===== src/cbh_pkg.sv =====
`default_nettype none

package cbh_pkg;

  localparam int NUM_CELLS = 4;
  localparam int MV_W      = 16;
  localparam int CFG_IDX_W = 2;
  localparam int IN_W      = NUM_CELLS * MV_W;
  localparam int OUT_BITS  = NUM_CELLS + 1;
  localparam int OUT_W     = ((OUT_BITS + 7) / 8) * 8;

  localparam logic [MV_W-1:0] MV_FULL_SCALE = 16'hFFFF;

  localparam logic [MV_W-1:0] START_DELTA_RESET = 16'd30;
  localparam logic [MV_W-1:0] STOP_DELTA_RESET  = 16'd10;
  localparam logic [MV_W-1:0] MIN_CELL_RESET    = 16'd3000;

  typedef enum logic [CFG_IDX_W-1:0] {
    REG_START_DELTA = 2'd0,
    REG_STOP_DELTA  = 2'd1,
    REG_MIN_CELL    = 2'd2
  } cfg_reg_t;

  typedef logic [NUM_CELLS-1:0][MV_W-1:0] cell_vec_t;

  typedef struct packed {
    logic [MV_W-1:0] lo;
    logic [MV_W-1:0] hi;
    logic [MV_W-1:0] spread;
  } extrema_t;

  typedef struct packed {
    logic [MV_W-1:0] start_delta_mv;
    logic [MV_W-1:0] stop_delta_mv;
    logic [MV_W-1:0] min_cell_mv;
  } cfg_t;

endpackage

`default_nettype wire


===== src/cell_balance_hysteresis.sv =====
// Passive cell balancing with hysteresis. Each input item is one sample of
// the four cell voltages (millivolts, unsigned 16 bit). The block takes one
// item per clock cycle while s_tready is high, and returns one result item
// per sample: the sample is held in an input register, the min/max/spread
// and threshold compares run in one pass, and the balance mask and
// hysteresis flag land in the output register. The flag is carried from
// sample to sample, so results follow input order. One sample can wait in
// the input register while a result is stalled at the output. Configuration
// registers (0 start delta, 1 stop delta, 2 minimum cell voltage) are
// written through cfg_we/cfg_index/cfg_data (index 3 is ignored); the user
// must write them only while the block is idle, which it does not enforce.
`default_nettype none

module cell_balance_hysteresis (
  input  wire                            clk,
  input  wire                            rst,
  input  wire                            s_tvalid,
  output logic                           s_tready,
  // cell_voltage_0 [15:0], cell_voltage_1 [31:16],
  // cell_voltage_2 [47:32], cell_voltage_3 [63:48]
  input  wire [cbh_pkg::IN_W-1:0]        s_tdata,
  output logic                           m_tvalid,
  input  wire                            m_tready,
  // balance_mask [3:0], balancing_on [4], zero [7:5]
  output logic [cbh_pkg::OUT_W-1:0]      m_tdata,
  input  wire                            cfg_we,
  input  wire [cbh_pkg::CFG_IDX_W-1:0]   cfg_index,
  input  wire [cbh_pkg::MV_W-1:0]        cfg_data
);

  cbh_pkg::cfg_t      cfg;
  cbh_pkg::cell_vec_t cells;
  cbh_pkg::extrema_t  ext;
  logic               in_valid;
  logic               active;
  logic               active_next;
  logic               advance;
  logic [cbh_pkg::NUM_CELLS-1:0] mask;

  always_ff @(posedge clk) begin
    if (rst) begin
      cfg.start_delta_mv <= cbh_pkg::START_DELTA_RESET;
      cfg.stop_delta_mv  <= cbh_pkg::STOP_DELTA_RESET;
      cfg.min_cell_mv    <= cbh_pkg::MIN_CELL_RESET;
    end else if (cfg_we) begin
      unique case (cfg_index)
        cbh_pkg::REG_START_DELTA: cfg.start_delta_mv <= cfg_data;
        cbh_pkg::REG_STOP_DELTA:  cfg.stop_delta_mv  <= cfg_data;
        cbh_pkg::REG_MIN_CELL:    cfg.min_cell_mv    <= cfg_data;
        default: ;
      endcase
    end
  end

  // output register moves when empty or being taken
  assign advance  = !m_tvalid || m_tready;
  assign s_tready = !in_valid || advance;

  always_ff @(posedge clk) begin
    if (rst) begin
      in_valid <= 1'b0;
    end else if (s_tready) begin
      in_valid <= s_tvalid;
    end
    if (s_tready && s_tvalid) begin
      cells <= s_tdata;
    end
  end

  cbh_extrema u_extrema (
    .cells (cells),
    .ext   (ext)
  );

  cbh_decide u_decide (
    .cells       (cells),
    .ext         (ext),
    .cfg         (cfg),
    .active      (active),
    .active_next (active_next),
    .mask        (mask)
  );

  always_ff @(posedge clk) begin
    if (rst) begin
      m_tvalid <= 1'b0;
      active   <= 1'b0;
    end else if (advance) begin
      m_tvalid <= in_valid;
      if (in_valid) begin
        active <= active_next;
      end
    end
    if (advance && in_valid) begin
      m_tdata <= {{(cbh_pkg::OUT_W - cbh_pkg::OUT_BITS){1'b0}}, active_next, mask};
    end
  end

`ifndef SYNTHESIS
  a_mask_needs_flag: assert property (@(posedge clk) disable iff (rst)
    m_tvalid && !m_tdata[cbh_pkg::NUM_CELLS] |-> m_tdata[cbh_pkg::NUM_CELLS-1:0] == '0)
    else $error("balance mask set while balancing is off");

  a_flag_tracks_result: assert property (@(posedge clk) disable iff (rst)
    advance && in_valid |=> m_tdata[cbh_pkg::NUM_CELLS] == active)
    else $error("result flag differs from hysteresis state");

  a_stall_only_when_full: assert property (@(posedge clk) disable iff (rst)
    !s_tready |-> in_valid && m_tvalid && !m_tready)
    else $error("input stalled with room in the pipeline");
`endif

endmodule

`default_nettype wire


===== src/cbh_extrema.sv =====
`default_nettype none

module cbh_extrema (
  input  wire cbh_pkg::cell_vec_t cells,
  output cbh_pkg::extrema_t       ext
);

  logic [cbh_pkg::MV_W-1:0] lo;
  logic [cbh_pkg::MV_W-1:0] hi;

  always_comb begin
    lo = cbh_pkg::MV_FULL_SCALE;
    hi = '0;
    for (int i = 0; i < cbh_pkg::NUM_CELLS; i++) begin
      if (cells[i] < lo) begin
        lo = cells[i];
      end
      if (cells[i] > hi) begin
        hi = cells[i];
      end
    end
  end

  assign ext.lo     = lo;
  assign ext.hi     = hi;
  assign ext.spread = hi - lo;

endmodule

`default_nettype wire


===== src/cbh_decide.sv =====
`default_nettype none

module cbh_decide (
  input  wire cbh_pkg::cell_vec_t           cells,
  input  wire cbh_pkg::extrema_t            ext,
  input  wire cbh_pkg::cfg_t                cfg,
  input  wire                               active,
  output logic                              active_next,
  output logic [cbh_pkg::NUM_CELLS-1:0]     mask
);

  logic [cbh_pkg::MV_W-1:0] half;
  logic [cbh_pkg::MV_W-1:0] floor_mv;

  // hysteresis: separate on and off thresholds
  always_comb begin
    if (!active) begin
      active_next = (ext.spread >= cfg.start_delta_mv) && (ext.lo >= cfg.min_cell_mv);
    end else begin
      active_next = !((ext.spread <= cfg.stop_delta_mv) || (ext.lo < cfg.min_cell_mv));
    end
  end

  assign half     = {1'b0, cfg.stop_delta_mv[cbh_pkg::MV_W-1:1]};
  // floor never drops below the lowest cell, so no wrap
  assign floor_mv = (half > ext.spread) ? ext.hi : (ext.hi - half);

  always_comb begin
    for (int i = 0; i < cbh_pkg::NUM_CELLS; i++) begin
      mask[i] = active_next && (cells[i] >= floor_mv) && (cells[i] > cfg.min_cell_mv);
    end
  end

endmodule

`default_nettype wire


===== config.mk =====
export PLATFORM = sky130hd
export DESIGN_NAME = cell_balance_hysteresis
export DESIGN_NICKNAME = d
export VERILOG_FILES = /design/src/cbh_pkg.sv /design/src/cell_balance_hysteresis.sv /design/src/cbh_extrema.sv /design/src/cbh_decide.sv
export SDC_FILE = /design/constraint.sdc
export NUM_CORES = 1
export LEC_CHECK = 0
export BUFFER_PORTS_ARGS = -buffer_cell sky130_fd_sc_hd__buf_4
export CAP_MARGIN = 20
export CORE_MARGIN = 2
export CORE_UTILIZATION = 45
export CTS_CLUSTER_SIZE = 8
export DETAILED_ROUTE_END_ITERATION = 16
export GPL_TIMING_DRIVEN = 0
export RECOVER_POWER = 100
export SETUP_SLACK_MARGIN = 0.1
export SLEW_MARGIN = 20
export SYNTH_ARGS = -nofsm -noshare
export SYNTH_HDL_FRONTEND = slang
export SYNTH_SLANG_ARGS = --single-unit

===== constraint.sdc =====
create_clock -name clk -period 34.9 [get_ports clk]
set_clock_uncertainty 0.2 [all_clocks]
set_input_delay 3.49 -clock clk [delete_from_list [all_inputs] [get_ports clk]]
set_output_delay 3.49 -clock clk [all_outputs]
set_load 0.02 [all_outputs]

Word-level counts from Yosys, hierarchy flattened
Cells that the tools add are included.
Cells by class
  shift-type cells: 0
  reductions and logical operators: 22
  $lt $le $gt $ge: 21
  multiplexer cells: 10
  $add $sub $neg: 2
  eq/ne operators: 2
  bitwise logic cells: 0
  $mul: 0
  divide/modulo/power cells: 0
Operators by type and width (number)
  two-way mux 16 bit: 9
  > comparator 16 bit: 7
  greater-or-equal comparator 16 bit: 6
  < comparator 16 bit: 4
  > comparator 15 x 16 -> 1 bit: 1
  > comparator 16 x 1 -> 1 bit, second input constant: 1
  <= comparator 16 bit: 1
  < comparator 16 bit, second input constant: 1
  subtractor 16 x 15 -> 16 bit: 1
  subtractor 16 bit: 1
  logical AND 1 bit: 11
  AND reduction 2 bit: 4
  zero test 1 bit: 3
  logical OR 1 bit: 3
  equality test 2 x 1 -> 1 bit, second input constant: 1
  equality test 2 bit, second input constant: 1
  zero test 2 bit: 1
  two-way mux 1 bit: 1
Word-level totals
  flip-flop bits (word level): 120
  memories: 0
  memory bits (read-only): 0
  bits in latches: 0
  bits in writable memories: 0
  logic and storage cells: 68
  input port bits: 87
  output and inout bits: 10

Logic depth before layout (Yosys ltp)
  depth after elaboration: 15
  mapped depth: 72
  mapped depth without buffers: 66

Hierarchy
Synthesis repeated with hierarchy kept, for this count alone.
Second synthesis, totals
  cell total of the unflattened synthesis: 1624
  area, all modules: 14081.0 µm²
Modules (own cells, without submodules)
  cbh_decide: sequential area each 0.0 µm², area an instance 5242.5 µm², times used 1, cells an instance 643
  cbh_extrema: sequential area each 0.0 µm², area an instance 4862.2 µm², times used 1, cells an instance 685
  cell_balance_hysteresis: sequential area each 3093.0 µm², area an instance 3976.3 µm², times used 1, cells an instance 296

Least setup slack after synthesis
Ideal clock, no wire load.
  kind: register -> register
  start point: register cells[28] (netlist bit)
  end point: register m_tdata[3] (netlist bit) (data pin)
  setup time: 0.261 ns
  path slack: 22.096 ns
  arrival time: 12.344 ns
  period minus slack after synthesis: 12.804 ns
  buffers on the path: 6
  required time: 34.439 ns
  stages on the path, launching flop included: 71
  cells stage by stage: edfxtp_1 > ha_1 > nand2_1 > nor4_2 > o22ai_1 > o22a_1 > nor2_1 > clkbuf_1 > nor2_1 > a21oi_1 > ha_1 > a21oi_1 > nor2b_1 > o2111ai_1 > and3_1 > and3_1 > nand3_2 > o21a_1 > [... 35 more ...] > o21ai_2 > a211oi_4 > clkbuf_1 > nor2_1 > a21oi_1 > ha_1 > a21o_1 > a21o_1 > a21oi_1 > nor2b_1 > o21ai_0 > nand2b_1 > a21oi_1 > nand2_1 > a21o_1 > nor3_1 > o2bb2ai_1 > o311a_1
Between the ends
  word-level cells in the longest chain between the ends: 13
  elaborated cells between the ends (all ways): 27
  those cells by class: add/sub: 2; order compare: 12; mux: 8; reduce/logical: 5
Ends and longest elaborated chain
  from (decl): RTL line cell_balance_hysteresis.sv:32  | cbh_pkg::cell_vec_t cells;
  from (signal assigned): RTL line cell_balance_hysteresis.sv:66  | cells <= s_tdata;
  parallel branches: the longest is 11 deep, another holds > comparator 16 bit
  logical AND 1 bit * (2 in a row): RTL line cbh_decide.sv:30  | mask[i] = active_next && (cells[i] >= floor_mv) && (cells[i] > cfg.min_cell_mv);
  named net mask, one bit: RTL line cell_balance_hysteresis.sv:38  | logic [cbh_pkg::NUM_CELLS-1:0] mask;
  to (signal assigned): RTL line cell_balance_hysteresis.sv:95  | m_tdata <= {{(cbh_pkg::OUT_W - cbh_pkg::OUT_BITS){1'b0}}, active_next, mask};
  to (decl): RTL line cell_balance_hysteresis.sv:25  | output logic [cbh_pkg::OUT_W-1:0] m_tdata,
Mark *: on every way through the listed nets, which the timed path passes.
A chain may end at the register's enable or synchronous reset.

Worst setup path in the final report
  start point: register cells[15] (netlist bit)
  end point: register m_tdata[3] (netlist bit) (data pin)
Between the ends
  word-level cells in the longest chain between the ends: 15
  elaborated cells between the ends (all ways): 31
  those cells by class: add/sub: 2; order compare: 14; mux: 10; reduce/logical: 5
Ends and longest elaborated chain (RTL line)
  parallel branches: the longest is 13 deep, another holds > comparator 16 x 1 -> 1 bit
  logical AND 1 bit * (2 in a row): cbh_decide.sv:30
  named net mask, one bit: cell_balance_hysteresis.sv:38
Marks and branches as above.

==> metrics.yaml <==
yosysTopAreaCell: "ha_1"
status: "complete, but fails checks"
cts-htree-levels: 4
critPathKind: "reg -> reg"
clock_path_buffers: 2
yosysTopAreaCellShare_pct: 27.7
final.setup.tns_ns: 0
cts_root_buf: "clkbuf_16"
syn_to_final_growth_pct: 12.9
hp-class: "reg -> reg"
grt_pass1_vias: 11000
n_fill_cell: 2808
final_cells: 2075
grt_setup_unrepaired: "false"
wl_um: 39700
cts_tree: "done"
final_max_slew_viol_count: 65
cp_slowest_cell: "a211oi_1"
grt_first_pass_wirelength_um: 61300
cts_setup_buffers: 0
power_leakage_nw: 6.88
nNetsFinal: 2058
cts_sinks: 120
cp.arrival_ns: 18.99
finalCriticalPeriod_ns: 19.02
antenna_found_initial: 0
die_h_um: 175
ys_top_cells_by_area: "ha_1 (28%), edfxtp_1 (16%), dfxtp_1 (7.8%), a21oi_1 (6.5%), inv_1 (4.3%)"
violations: "capacitance limit, slew limit"
post_drt_wl_per_cell_um: 19.1
synth_flop_cell: "edfxtp_1"
dpl-instance-area_um2: 14400
dpl.cell_count: 2043
max_freq_mhz: 52.6
place_congestion: 0.911
p_per_area_nw_per_um2: 88.0
core_um2: 28700
postRouteAntennaNets: 0
viasPerCell: 5.68
port_buffers: 92
slew_headroom_pct: -103
required_ns: 34.87
cpMostUsedCell: "a21oi_1"
syn-cell-area_um2: 13100
path_clk_slew_ns: 0.06
syn_inst: 1564
worstMarginPinSlew_ns: 3.04
hold_viol_final: 0
synth_seq_cells: 120
pin_count: 97
yosys_warnings: 0
synth_edf_count: 69
ys_seq_area_share_pct: 23.5
drive_gt1_share_pct: 8.28
drtIter0Drc: 864
grt_start_max_net_pins: 57
grt_overflow_total: 0
total_power_mw: 1.31
ir_worst_vdd_v: 0.0000403
antenna_cells: 0
final_cell_area_um2: 14800
slowest_delay_ns: 1.30
die-area_um2: 30600
placementRows: 62
grt.total_usage_pct: 26.3
yosysUniqueCellTypes: 78
setup_violations: 0
drv_cap: 2
fin_crit_sh_pct: 54.5
routed-via-count: 11800
dp_hpwl_um: 32600
ctsResizeCount: 0
drc: 0
cp-start-kind: "flip-flop"
synth.avg_cell_area_um2: 8.40
fp.dieW_um: 175
worst-path-max-fanout: 10
cts_buffers: 17
hold_buffers: 0
ys_async_sr_fraction_pct: 0
start_util_pct: 45.8
first_pass_iters: 5
worstSetupEndpointType: "flip-flop"
clkLatencyLatePin_ns: 0.45
## cells in the final DEF (no fill, tap or decap), types with 19 or more instances in the layout
cell and n:
mux2i_1 26, a21o_1 51, buf_4 22, nor2b_1 36, nand4_1 42, nand2b_1 34, inv_1 152, clkbuf_4 65
dfxtp_1 51, edfxtp_1 69, clkbuf_1 43, nor2_1 91, ha_1 291, xnor2_1 22, o21ai_0 103, clkbuf_16 19
nand2_1 148, a21oi_1 170
## layout make-up
cell class | count | area [µm²] | share of cell area, %
inverters | 153 | 574 | 3.87
clock inverters | 9 | 58.8 | 0.396
flip-flops and latches | 120 | 3090 | 20.8
repair buffers | 93 | 664 | 4.48
multi-input cells | 1255 | 9300 | 62.6
clock buffers | 23 | 520 | 3.51
plain buffers | 38 | 154 | 1.04
well taps | 384 | 480 | 3.24
## cells in the mapped netlist (9+ instances only)
library cell,instances
nor2b_1,36
and2_1,9
nand2b_1,34
nand3_1,17
o31ai_1,9
xnor2_1,22
dfxtp_1,51
edfxtp_1,69
inv_1,152
a211o_1,16
a211oi_1,13
o21bai_1,9
nor2_1,91
a21o_1,51
nand2_1,148
ha_1,291
o21ai_0,102
o21a_1,16
nor3_1,11
xor2_1,9
a21oi_1,170
clkbuf_1,32
nand4_1,42
mux2i_1,26
a31oi_1,10
## final timing paths
path	start	endpoint	slack, ns	depth (start not counted)
setup / recovery	cells[15]	m_tdata[3]	15.88	71
hold / removal	cfg[40]	cfg[40]	0.26	2
setup reg to reg	cells[15]	m_tdata[3]	15.88	71
hold reg to reg	cfg[40]	cfg[40]	0.26	2
## metal layers
layer	global-route usage [%]	vias to the layer above	part of all wire, %
met5	0	-	0
met4	5.28	0	0.98
met3	4.37	32	6.4
met2	41.1	354	44
met1	38.1	5475	48
li1	-	5934	-
## critical path: cells and delay by family, from the launching register on
family | cells | cell delay [ns]
AO/OA/AOI/OAI | 32 | 7.91
AND/OR/NAND/NOR | 20 | 4.19
buffers and inverters | 9 | 2.73
adder cells (fa/ha/maj) | 8 | 2.64
flip-flops | 1 | 0.51
XOR/XNOR | 1 | 0.31
multiplexers | 1 | 0.22
## registers in the layout, indices dropped and copies added, names as in the netlist
name,count
active,1
cells,64
cfg,48
in_valid,1
m_tdata,5
m_tvalid,1
## power by group
| part | internal (mW) | switching (mW) | leakage (nW) |
|---|---|---|---|
| registers | 0.163 | 0.0120 | 1.09 |
| logic | 0.385 | 0.573 | 5.51 |
| clock network | 0.105 | 0.0694 | 0.283 |
## logic make-up (layout without fill, tap and decap cells)
| logic type | Yosys count | after routing | synth area share, % |
|---|---|---|---|
| AOI/OAI and AO/OA | 456 | 456 | 21.7 |
| xor gates and xnor gates | 31 | 31 | 2.07 |
| adders and majority gates | 297 | 297 | 28.3 |
| buffers and inverters | 191 | 316 | 5.55 |
| DFF | 120 | 120 | 23.5 |
| muxes | 32 | 32 | 2.49 |
| other | 1 | 3 | 0.0285 |
| and+or+nand+nor | 436 | 436 | 16.3 |
## per-stage QoR
step                      util [%]  setup WS (ns)  hold slack, ns
after floorplan                  -          22.10           0.236
after detailed placement      50.0          17.90           0.252
after global routing          51.7          14.64           0.268
after global placement        49.9          18.06           0.244
after CTS                     52.0          17.80           0.260
final                         51.7          15.88           0.259
Note: power is estimated with default switching activity, not from simulation.
